**config.mk**
```make
export PLATFORM = sky130hd
export DESIGN_NAME = bfd_ctrl
export DESIGN_NICKNAME = d
export VERILOG_FILES = /design/src/hw/rtl/bfd_pkg.sv /design/src/hw/rtl/bfd_ctrl.sv
export SDC_FILE = /design/constraint.sdc
export NUM_CORES = 1
export LEC_CHECK = 0
export BUFFER_PORTS_ARGS = -buffer_cell sky130_fd_sc_hd__buf_2
export CAP_MARGIN = 30
export CORE_AREA = 2 2 39 41
export DETAILED_ROUTE_END_ITERATION = 10
export DIE_AREA = 0 0 41 43
export REMOVE_ABC_BUFFERS = 1
export SYNTH_ARGS = -nofsm -noshare
export SYNTH_HDL_FRONTEND = slang
export SYNTH_SLANG_ARGS = --single-unit
```
**constraint.sdc**
```tcl
create_clock -name clock -period 1.4 [get_ports clock]
set_input_delay 0.07 -clock clock [delete_from_list [all_inputs] [get_ports clock]]
set_output_delay 0.07 -clock clock [all_outputs]
set_load 0.1 [all_outputs]
```
**src/hw/rtl/bfd_pkg.sv**
```systemverilog
// ----------------------------------------------------------------------------
// bfd_pkg: shared definitions for the box filter downsampler
// Widths, register indexes and the control and status bundles.
// ----------------------------------------------------------------------------
package bfd_pkg;

   localparam int PIX_W          = 8;
   localparam int SUM_W          = 22;
   localparam int LANES          = 4;
   localparam int PC_W           = 13;
   localparam int COL_W          = 16;
   localparam int DIV_W          = 15;
   localparam int CNT_W          = 5;
   localparam int CSR_IDX_W      = 3;
   localparam int CSR_DATA_W     = 13;
   localparam int MAX_OUT_COLS_DEF = 4096;
   localparam int MAX_LOG2_FACTOR  = 7;

   localparam logic [PIX_W-1:0] OPAQUE = 8'hFF;

   localparam logic [CSR_IDX_W-1:0] CSR_IN_WIDTH    = 3'd0;
   localparam logic [CSR_IDX_W-1:0] CSR_OUT_WIDTH   = 3'd1;
   localparam logic [CSR_IDX_W-1:0] CSR_LOG2_FACTOR = 3'd2;
   localparam logic [CSR_IDX_W-1:0] CSR_FILTER_ON   = 3'd3;
   localparam logic [CSR_IDX_W-1:0] CSR_HAS_ALPHA   = 3'd4;

   typedef struct packed {
      logic accept;
      logic clr_wr;
      logic ram_rd;
      logic ram_wr;
      logic div_start;
      logic out_load;
   } cmd_type;

   typedef struct packed {
      logic clr_last;
      logic dec_mem;
      logic dec_send;
      logic lat_send;
      logic lat_div;
      logic div_done;
      logic out_free;
   } status_type;

   function automatic logic [PIX_W-1:0] sat8(input logic [SUM_W-1:0] v);
      sat8 = (v > SUM_W'(255)) ? OPAQUE : v[PIX_W-1:0];
   endfunction

endpackage

```
**src/hw/rtl/bfd_ctrl.sv**
```systemverilog
// ----------------------------------------------------------------------------
// bfd_ctrl: sequencer of the downsampler
// Clears the sum memory after reset, then steps each summed request through
// read, write back, optional divide and output load; others at most load the output.
// ----------------------------------------------------------------------------
module bfd_ctrl (
   input  logic                 clock,
   input  logic                 reset,
   input  logic                 req_tvalid,
   output logic                 req_tready,
   input  bfd_pkg::status_type  st,
   output bfd_pkg::cmd_type     cmd
);
   import bfd_pkg::*;

   localparam logic [2:0] S_CLEAR = 3'd0;
   localparam logic [2:0] S_IDLE  = 3'd1;
   localparam logic [2:0] S_READ  = 3'd2;
   localparam logic [2:0] S_WRITE = 3'd3;
   localparam logic [2:0] S_DIV   = 3'd4;
   localparam logic [2:0] S_OUT   = 3'd5;

   logic [2:0] state_ff, state_in;

   always_comb begin
      state_in   = state_ff;
      cmd        = '0;
      req_tready = 1'b0;
      unique case (state_ff)
         S_CLEAR: begin
            cmd.clr_wr = 1'b1;
            if (st.clr_last) begin
               state_in = S_IDLE;
            end
         end
         S_IDLE: begin
            req_tready = 1'b1;
            if (req_tvalid) begin
               cmd.accept = 1'b1;
               cmd.ram_rd = st.dec_mem;
               if (st.dec_mem) begin
                  state_in = S_READ;
               end else if (st.dec_send) begin
                  state_in = S_OUT;
               end
            end
         end
         S_READ: begin
            state_in = S_WRITE;
         end
         S_WRITE: begin
            cmd.ram_wr = 1'b1;
            if (!st.lat_send) begin
               state_in = S_IDLE;
            end else if (st.lat_div) begin
               cmd.div_start = 1'b1;
               state_in      = S_DIV;
            end else begin
               state_in = S_OUT;
            end
         end
         S_DIV: begin
            if (st.div_done) begin
               state_in = S_OUT;
            end
         end
         S_OUT: begin
            if (st.out_free) begin
               cmd.out_load = 1'b1;
               state_in     = S_IDLE;
            end
         end
         default: begin
            state_in = S_IDLE;
         end
      endcase
   end

   always_ff @(posedge clock) begin
      if (reset) begin
         state_ff <= S_CLEAR;
      end else begin
         state_ff <= state_in;
      end
   end
endmodule

```
* Word level (Yosys, flattened, before mapping)
Cells that the tools add are included.
** Word-level totals
- Input bits :: 10
- Word-level logic and storage cells :: 33
- Register bits :: 3
** Cells by class
- Muxes and demuxes :: 20
- Reduce and logical (&&, ||, !) cells :: 2
- Equality and inequality tests :: 10
** Operators by type and width (count)
- 3-bit two-way mux :: 7
- 3-bit case mux with 6 select lines :: 1
- 1-bit two-way mux :: 11
- 2-bit != test (second input constant) :: 4
- 3-bit by 2-bit equality test with 1-bit output (second input constant) :: 2
- 3-bit equality test (second input constant) :: 2
- 5-bit AND reduction :: 1
- 3-bit by 1-bit equality test with 1-bit output (second input constant) :: 1
- 3-bit logical NOT :: 1
- 3-bit != test (second input constant) :: 1
- 2-bit two-way mux :: 1

* Depth between registers and ports, before layout
Gate-level depths: netlist of the first run.
- Depth in word-level cells :: 4
- Gate-level depth with buffers :: 5
- Depth with buffers taken out :: 4

* Worst setup path after synthesis of the first run
OpenSTA, ideal clock, no wires.
- Path kind :: register to output
- Start point :: register state_ff[0]
- End point :: output cmd[3] (netlist name)
- Data arrival time :: 3.554 ns
- Slack :: -2.224 ns
- Required time :: 1.330 ns
- Stages on the path, launching flop included :: 5
- Cells stage by stage :: dfxtp_1 buf_4 nand2_1 nor3_1 and2_1
** RTL lines
- start: declaration :: RTL line bfd_ctrl.sv:23 : logic [2:0] state_ff, state_in;
- start signal: assignment :: RTL line bfd_ctrl.sv:83 : state_ff <= state_in;
- end: declaration :: RTL line bfd_ctrl.sv:12 : output bfd_pkg::cmd_type cmd

==> flow_metrics.py, run 1 <==
metrics = {
    "status": {
        "outcome": "complete, no violations",
    },
    "logic_synthesis": {
        "post_synth_instance_area_sq_um": 282,
        "postSynthRegisterBits": 3,
        "netlist_instances": 35,
        "avgSynthCellArea_sq_um": 8.04,
        "synth_simple_gate_area_share_pct": 53.8,
        "synthMuxAreaShare_pct": 0,
        "combinational_family_with_the_most_area_after_synthesis": "simple AND/OR/NAND/NOR gates",
        "ys_types": 21,
        "synth-compound-area-share_pct": 16.9,
        "synthDominantAreaCellType": "sky130_fd_sc_hd__dfxtp_1",
        "synth-xor-area-share_pct": 0,
        "synth_top_cells_by_area": "sky130_fd_sc_hd__dfxtp_1, sky130_fd_sc_hd__nand3b_4, sky130_fd_sc_hd__and2_1",
        "synthesis.yosys.warnings": 0,
        "synth-seq-area-share_pct": 21.3,
        "synthAdderAreaFrac_pct": 0,
        "synth_top_area_share_pct": 21.3,
    },
    "sta": {
        "timing.final.setup_violations": 0,
        "count_of_final_max_slew_check_failures": 0,
        "final.setup.tns_ns": 0,
        "final_hold_viol_count": 0,
        "worst_slew_pin_slew_ns": 0.348,
        "timing.clock.skew_ns": 0.000464,
        "rsz_0062_raised_after_global_routing": "true",
        "slew_headroom_pct": 76.6,
        "setup_slack_ns": 0.0722,
        "maxClockFrequency_mhz": 753,
        "post-route-min-period_ns": 1.33,
        "fin_crit_sh_pct": 94.8,
    },
    "route": {
        "drt-initial-drc-count": 2,
        "drt_pass1_iterations": 4,
        "drc_errors": 0,
        "dr_total_vias": 338,
        "detail_route.vias_per_cell": 4.69,
        "detail_route.wirelength_microns": 827,
        "wire_per_inst_microns": 11.5,
        "drt.antenna.violating_nets": 0,
    },
    "grt": {
        "grt_max_degree": 12,
        "antenna_found_initial": 0,
        "grt-ovfl-total": 0,
        "globalRouteTotalUtil_pct": 11.7,
        "grt_pass1_vias": 307,
        "grt_first_pass_wirelength_microns": 1280,
    },
    "floorplan": {
        "fp.dieArea_sq_um": 1760,
        "core_region_area_sq_um": 1380,
        "pin_count": 17,
        "initial_cell_density_of_the_core_pct": 20.3,
        "die_w_microns": 41,
        "chip_height_microns": 43,
        "number_of_cell_rows": 14,
    },
    "final_layout": {
        "final_nets": 67,
        "syn2layout_area_growth_pct": 90.2,
        "diodes": 0,
        "final_area_sq_um": 536,
        "largest_register_ffs": 3,
        "final_layout_size_suffix_gt1_share_pct": 55.4,
        "fillers": 151,
        "largest-register": "state_ff",
        "top_regs": "state_ff: 3 flops",
        "layout.core_utilization_pct": 38.7,
    },
    "power": {
        "power-per-cell-area_nw_per_um2": 1320,
        "cellLeakagePower_nw": 0.238,
        "vdd.ir_drop.worst_uv": 422,
    },
    "clock_network": {
        "tritoncts": "yes",
        "cts.path.max_buffers": 2,
        "clk_pin_slew_ns": 0.04,
        "cts_num_sinks": 3,
        "cts-buffers-inserted": 3,
        "cts.htree.levels": 1,
        "clock_network_latency_to_the_later_pin_of_the_worst_skew_pair_ns": 0.24,
        "clock_root_cell": "sky130_fd_sc_hd__clkbuf_4",
        "cts-hold-fix-buffers": 0,
    },
    "setup_path": {
        "start_kind": "flop",
        "max_stage_delay_ns": 0.36,
        "critical_path_buf_inv_count": 1,
        "cp_top_family": "simple AND/OR/NAND/NOR gates",
        "critical_path_class": "flop to output pin",
        "rr_endpoint": "state_ff[0]",
        "timing.rr.start": "state_ff[1]",
        "r2r.worst_path.cells": 4,
        "critical_path_data_arrival_time_ns": 1.26,
        "worstPathCellList": "nor3_1, and2_1, buf_12",
        "biggest_fanout_along_the_worst_timing_path": 11,
        "setup_slack_of_the_worst_register_to_register_path_ns": 0.22,
        "critPathCaptureType": "output pin",
        "crit_slowest_cell": "sky130_fd_sc_hd__dfxtp_2",
        "required_ns": 1.33,
        "worstSetupStartpoint": "state_ff[1]",
    },
    "place": {
        "gpl.final_weighted_congestion": 0.832,
        "numPortBuffers": 16,
        "post_dp_cell_area_sq_um": 490,
        "pre_cts_ws_ns": 0.121,
        "dpl.hpwl_microns": 639,
    },
    "flow_run": {
        "drv_cap": 0,
    },
    "min_path": {
        "worst_hold_path_type": "primary input to flop",
        "worstHoldPathCells": 2,
        "worstHoldEndpoint": "state_ff[0]",
        "min-delay-start": "reset",
    },
}
-- worst max path at each step --
| stage | end | slack [ns] | depth (start not counted) |
|---|---|---|---|
| 2_1_floorplan | cmd[3] | -2.28 | 3 |
| 3_3_place_gp | cmd[1] | 0.20 | 4 |
| 3_5_place_dp | state_ff[0] | 0.12 | 4 |
| 5_1_grt | cmd[3] | -0.0008 | 4 |
| 6_report | cmd[3] | 0.07 | 3 |
| 4_1_cts | cmd[1] | 0.005 | 4 |
-- through the flow --
stage / cells / total power, mW / hold WS, ns
detailed placement: 68 / 0.538 / 0.279
floorplan: 33 / 0.378 / 0.139
global route: 72 / 0.738 / 0.0140
CTS: 72 / 0.704 / 0.0178
global placement: 68 / 0.533 / 0.278
finish: 72 / 0.709 / 0.0238
-- synth_stat cells --
cell and count:
sky130_fd_sc_hd__and4_1 1, sky130_fd_sc_hd__and2b_1 1, sky130_fd_sc_hd__a31o_1 1, sky130_fd_sc_hd__a21oi_1 2
sky130_fd_sc_hd__and3_1 2, sky130_fd_sc_hd__nor2b_1 2, sky130_fd_sc_hd__nor2_1 3, sky130_fd_sc_hd__and2_1 3
sky130_fd_sc_hd__buf_4 1, sky130_fd_sc_hd__nand2_1 2, sky130_fd_sc_hd__o31ai_1 1, sky130_fd_sc_hd__inv_1 1
sky130_fd_sc_hd__nor3_2 1, sky130_fd_sc_hd__o221ai_2 1, sky130_fd_sc_hd__nor3b_1 2, sky130_fd_sc_hd__nand2b_1 2
sky130_fd_sc_hd__buf_6 1, sky130_fd_sc_hd__nor3_1 3, sky130_fd_sc_hd__a31oi_1 1, sky130_fd_sc_hd__dfxtp_1 3
sky130_fd_sc_hd__nand3b_4 1
-- layout by cell type (no fill, tap or decap), drive strengths merged --
master,n
a21oi,2
a31o,1
a31oi,1
and2,3
and2b,1
and3,2
and4,1
buf,19
clkbuf,4
dfxtp,3
inv,1
nand2,2
nand2b,2
nand3b,1
nor2,3
nor2b,2
nor3,4
nor3b,2
o221ai,1
o31ai,1
-- layout make-up --
class,count,area [sq um],share of cell area (%)
Clock buffer,4,26.3,4.91
Inverter,1,3.75,0.701
Multi-Input combinational cell,29,214,40.0
Sequential cell,3,63.8,11.9
Tap cell,16,20.0,3.74
Timing Repair Buffer,19,208,38.8
-- worst reg2reg max path, delay by kind of cell (launching register included) --
| family | cells | cell delay [ns] |
|---|---|---|
| flip-flops | 1 | 0.40 |
| AND/OR/NAND/NOR | 3 | 0.51 |
| AO/OA/AOI/OAI | 1 | 0.20 |
-- layer usage --
| metal | global-route usage, % | wire [microns] | up-vias |
|---|---|---|---|
| met1 | 12.8 | 336 | 152 |
| met3 | 6.28 | 58 | 4 |
| met4 | 10.0 | 35 | 0 |
| met2 | 15.6 | 396 | 15 |
| met5 | 0 | 0 | - |
| li1 | - | - | 167 |
-- what timing repair did --
action,4_1_cts,5_1_grt
setup endpoints to repair,1,3
endpoints found under the hold margin,0,0
gates resized for setup,2,5
buffers inserted,0,0
-- power by group --
| part | leakage [nW] | internal, mW | switching [mW] |
|---|---|---|---|
| clock network | 0.0150 | 0.107 | 0.0515 |
| logic | 0.197 | 0.166 | 0.267 |
| registers | 0.0258 | 0.100 | 0.0169 |
-- logic make-up (layout without fill, tap and decap cells) --
group           after synthesis  in the layout
compound gates                6              6
simple gates                 23             23
buf+inv                       3             24
flops                         3              3
No activity file was read; power rests on OpenSTA's default activity.
==> run 2: changes to the inputs <==
==> constraint.sdc (replaced) <==
create_clock -name clock -period 1.4 [get_ports clock]
set_input_delay 0.21 -clock clock [delete_from_list [all_inputs] [get_ports clock]]
set_output_delay 0.21 -clock clock [all_outputs]
set_load 0.1 [all_outputs]
==> run 2 against run 1 <==
Effect of this change:
- the run now ends with setup timing left
- design area is 12% higher
- sequential power increased by 4%
- non-clock buffer count increased by 5
- clock skew grew 0.0012 ns
- maximum frequency decreased by 7.4%
- wire length rose by 4.5%
- worst setup slack worse by 0.11 ns
- critical endpoint is now cmd[1]
- largest cell class is now buffers
==> flow_metrics.py, run 2 (synthesized netlist as in run 1, its figures left out) <==
metrics = {
    "route": {
        "detail_route.vias_per_cell": 4.62,
        "drt-initial-drc-count": 6,
        "drt_pass1_iterations": 4,
        "drt.antenna.violating_nets": 0,
        "detail_route.wirelength_microns": 864,
        "drc_errors": 0,
        "wire_per_inst_microns": 11.2,
        "dr_total_vias": 356,
    },
    "place": {
        "pre_cts_ws_ns": -0.0186,
        "numPortBuffers": 16,
        "dpl.hpwl_microns": 605,
        "gpl.final_weighted_congestion": 0.778,
    },
    "grt": {
        "grt_first_pass_wirelength_microns": 1500,
        "globalRouteTotalUtil_pct": 12.8,
        "antenna_found_initial": 0,
        "grt_max_degree": 12,
        "grt_pass1_vias": 384,
        "grt-ovfl-total": 0,
    },
    "status": {
        "outcome": "complete, but fails checks",
        "failed_checks": "setup timing",
    },
    "sta": {
        "timing.clock.skew_ns": 0.00168,
        "worst_slew_pin_slew_ns": 0.231,
        "post-route-min-period_ns": 1.43,
        "rsz_0062_raised_after_global_routing": "true",
        "fin_crit_sh_pct": 102,
        "slew_headroom_pct": 84.5,
        "final_hold_viol_count": 0,
        "timing.final.setup_violations": 2,
        "count_of_final_max_slew_check_failures": 0,
        "setup_slack_ns": -0.0342,
        "maxClockFrequency_mhz": 697,
    },
    "setup_path": {
        "biggest_fanout_along_the_worst_timing_path": 5,
        "critical_path_data_arrival_time_ns": 1.22,
        "required_ns": 1.19,
        "setup_slack_of_the_worst_register_to_register_path_ns": 0.09,
        "critical_path_class": "flop to output pin",
        "critPathCaptureType": "output pin",
        "crit_slowest_cell": "sky130_fd_sc_hd__dfxtp_4",
        "r2r.worst_path.cells": 6,
        "max_stage_delay_ns": 0.35,
        "worstPathCellList": "nor2b_4, and2_4, and3_4, buf_12",
        "start_kind": "flop",
    },
    "clock_network": {
        "cts-buffers-inserted": 3,
        "clk_pin_slew_ns": 0.04,
        "clock_network_latency_to_the_later_pin_of_the_worst_skew_pair_ns": 0.24,
        "cts_num_sinks": 3,
        "clock_root_cell": "sky130_fd_sc_hd__clkbuf_4",
        "tritoncts": "yes",
        "cts.htree.levels": 1,
        "cts-hold-fix-buffers": 0,
        "cts.path.max_buffers": 2,
    },
    "final_layout": {
        "final_layout_size_suffix_gt1_share_pct": 67.2,
        "mostFrequentLayoutCell": "sky130_fd_sc_hd__buf_2",
        "largest_register_ffs": 3,
        "diodes": 0,
        "mostFrequentLayoutCells": "sky130_fd_sc_hd__buf_2, sky130_fd_sc_hd__buf_4, sky130_fd_sc_hd__buf_12",
        "syn2layout_area_growth_pct": 113,
        "layout.core_utilization_pct": 43.4,
        "top_regs": "state_ff: 3 flops",
        "largest-register": "state_ff",
        "final_nets": 72,
    },
    "power": {
        "vdd.ir_drop.worst_uv": 597,
        "power-per-cell-area_nw_per_um2": 1270,
        "power.total_mw": 0.761,
        "cellLeakagePower_nw": 0.274,
    },
    "floorplan": {
        "initial_cell_density_of_the_core_pct": 20.3,
        "core_region_area_sq_um": 1380,
        "die_w_microns": 41,
        "fp.dieArea_sq_um": 1760,
        "chip_height_microns": 43,
        "pin_count": 17,
        "number_of_cell_rows": 14,
    },
    "min_path": {
        "worst_hold_path_type": "primary input to flop",
        "worstHoldPathCells": 2,
    },
    "flow_run": {
        "drv_cap": 0,
    },
}
[run 2: report_power, final]
part	leakage, nW	switching (mW)	internal, mW
registers	0.0264	0.0203	0.101
clock network	0.0150	0.0486	0.107
logic	0.233	0.279	0.204
[run 2: final timing paths]
kind	to	from
worst max-delay path	cmd[1]	state_ff[0]
worst min register to register	state_ff[0]	state_ff[0]
worst min-delay path	state_ff[2]	reset
worst max register to register	state_ff[2]	state_ff[0]
[run 2: metal layers]
layer | vias up | wire length [microns] | global-route usage [%]
met5 | - | 0 | 0
met4 | 0 | 0 | 4.00
met3 | 0 | 64 | 7.85
met2 | 13 | 468 | 20.3
met1 | 166 | 331 | 13.4
li1 | 177 | - | -
[run 2: timing repair]
item	in CTS	in global routing
gates resized for setup	13	2
setup endpoints to repair	7	7
setup buffers	3	1
gates cloned	0	0
pin swaps	2	1
[run 2: area by class of cell]
class                      instances  area, sq um
tap                               16         20.0
sequential                         3         68.8
timing repair buffer              24          245
clock buffer                       4         26.3
multi-input combinational         29          236
inverter                           1         3.75
fill                             145          783
[run 2: critical path: cells and delay by family (launching register included)]
kind	cells	cell delay, ns
AND/OR/NAND/NOR	3	0.47
flip-flops	1	0.35
buffers and inverters	1	0.17
[run 2: stage by stage]
stage               hold slack, ns  setup TNS (ns)  instances  instance area (sq um)
floorplan                    0.279           -7.35         33                    263
CTS                          0.163         -0.0496         76                    586
global placement             0.419               0         69                    498
finish                       0.165         -0.0615         77                    601
global route                 0.176          -0.319         77                    601
detailed placement           0.421         -0.0186         69                    498
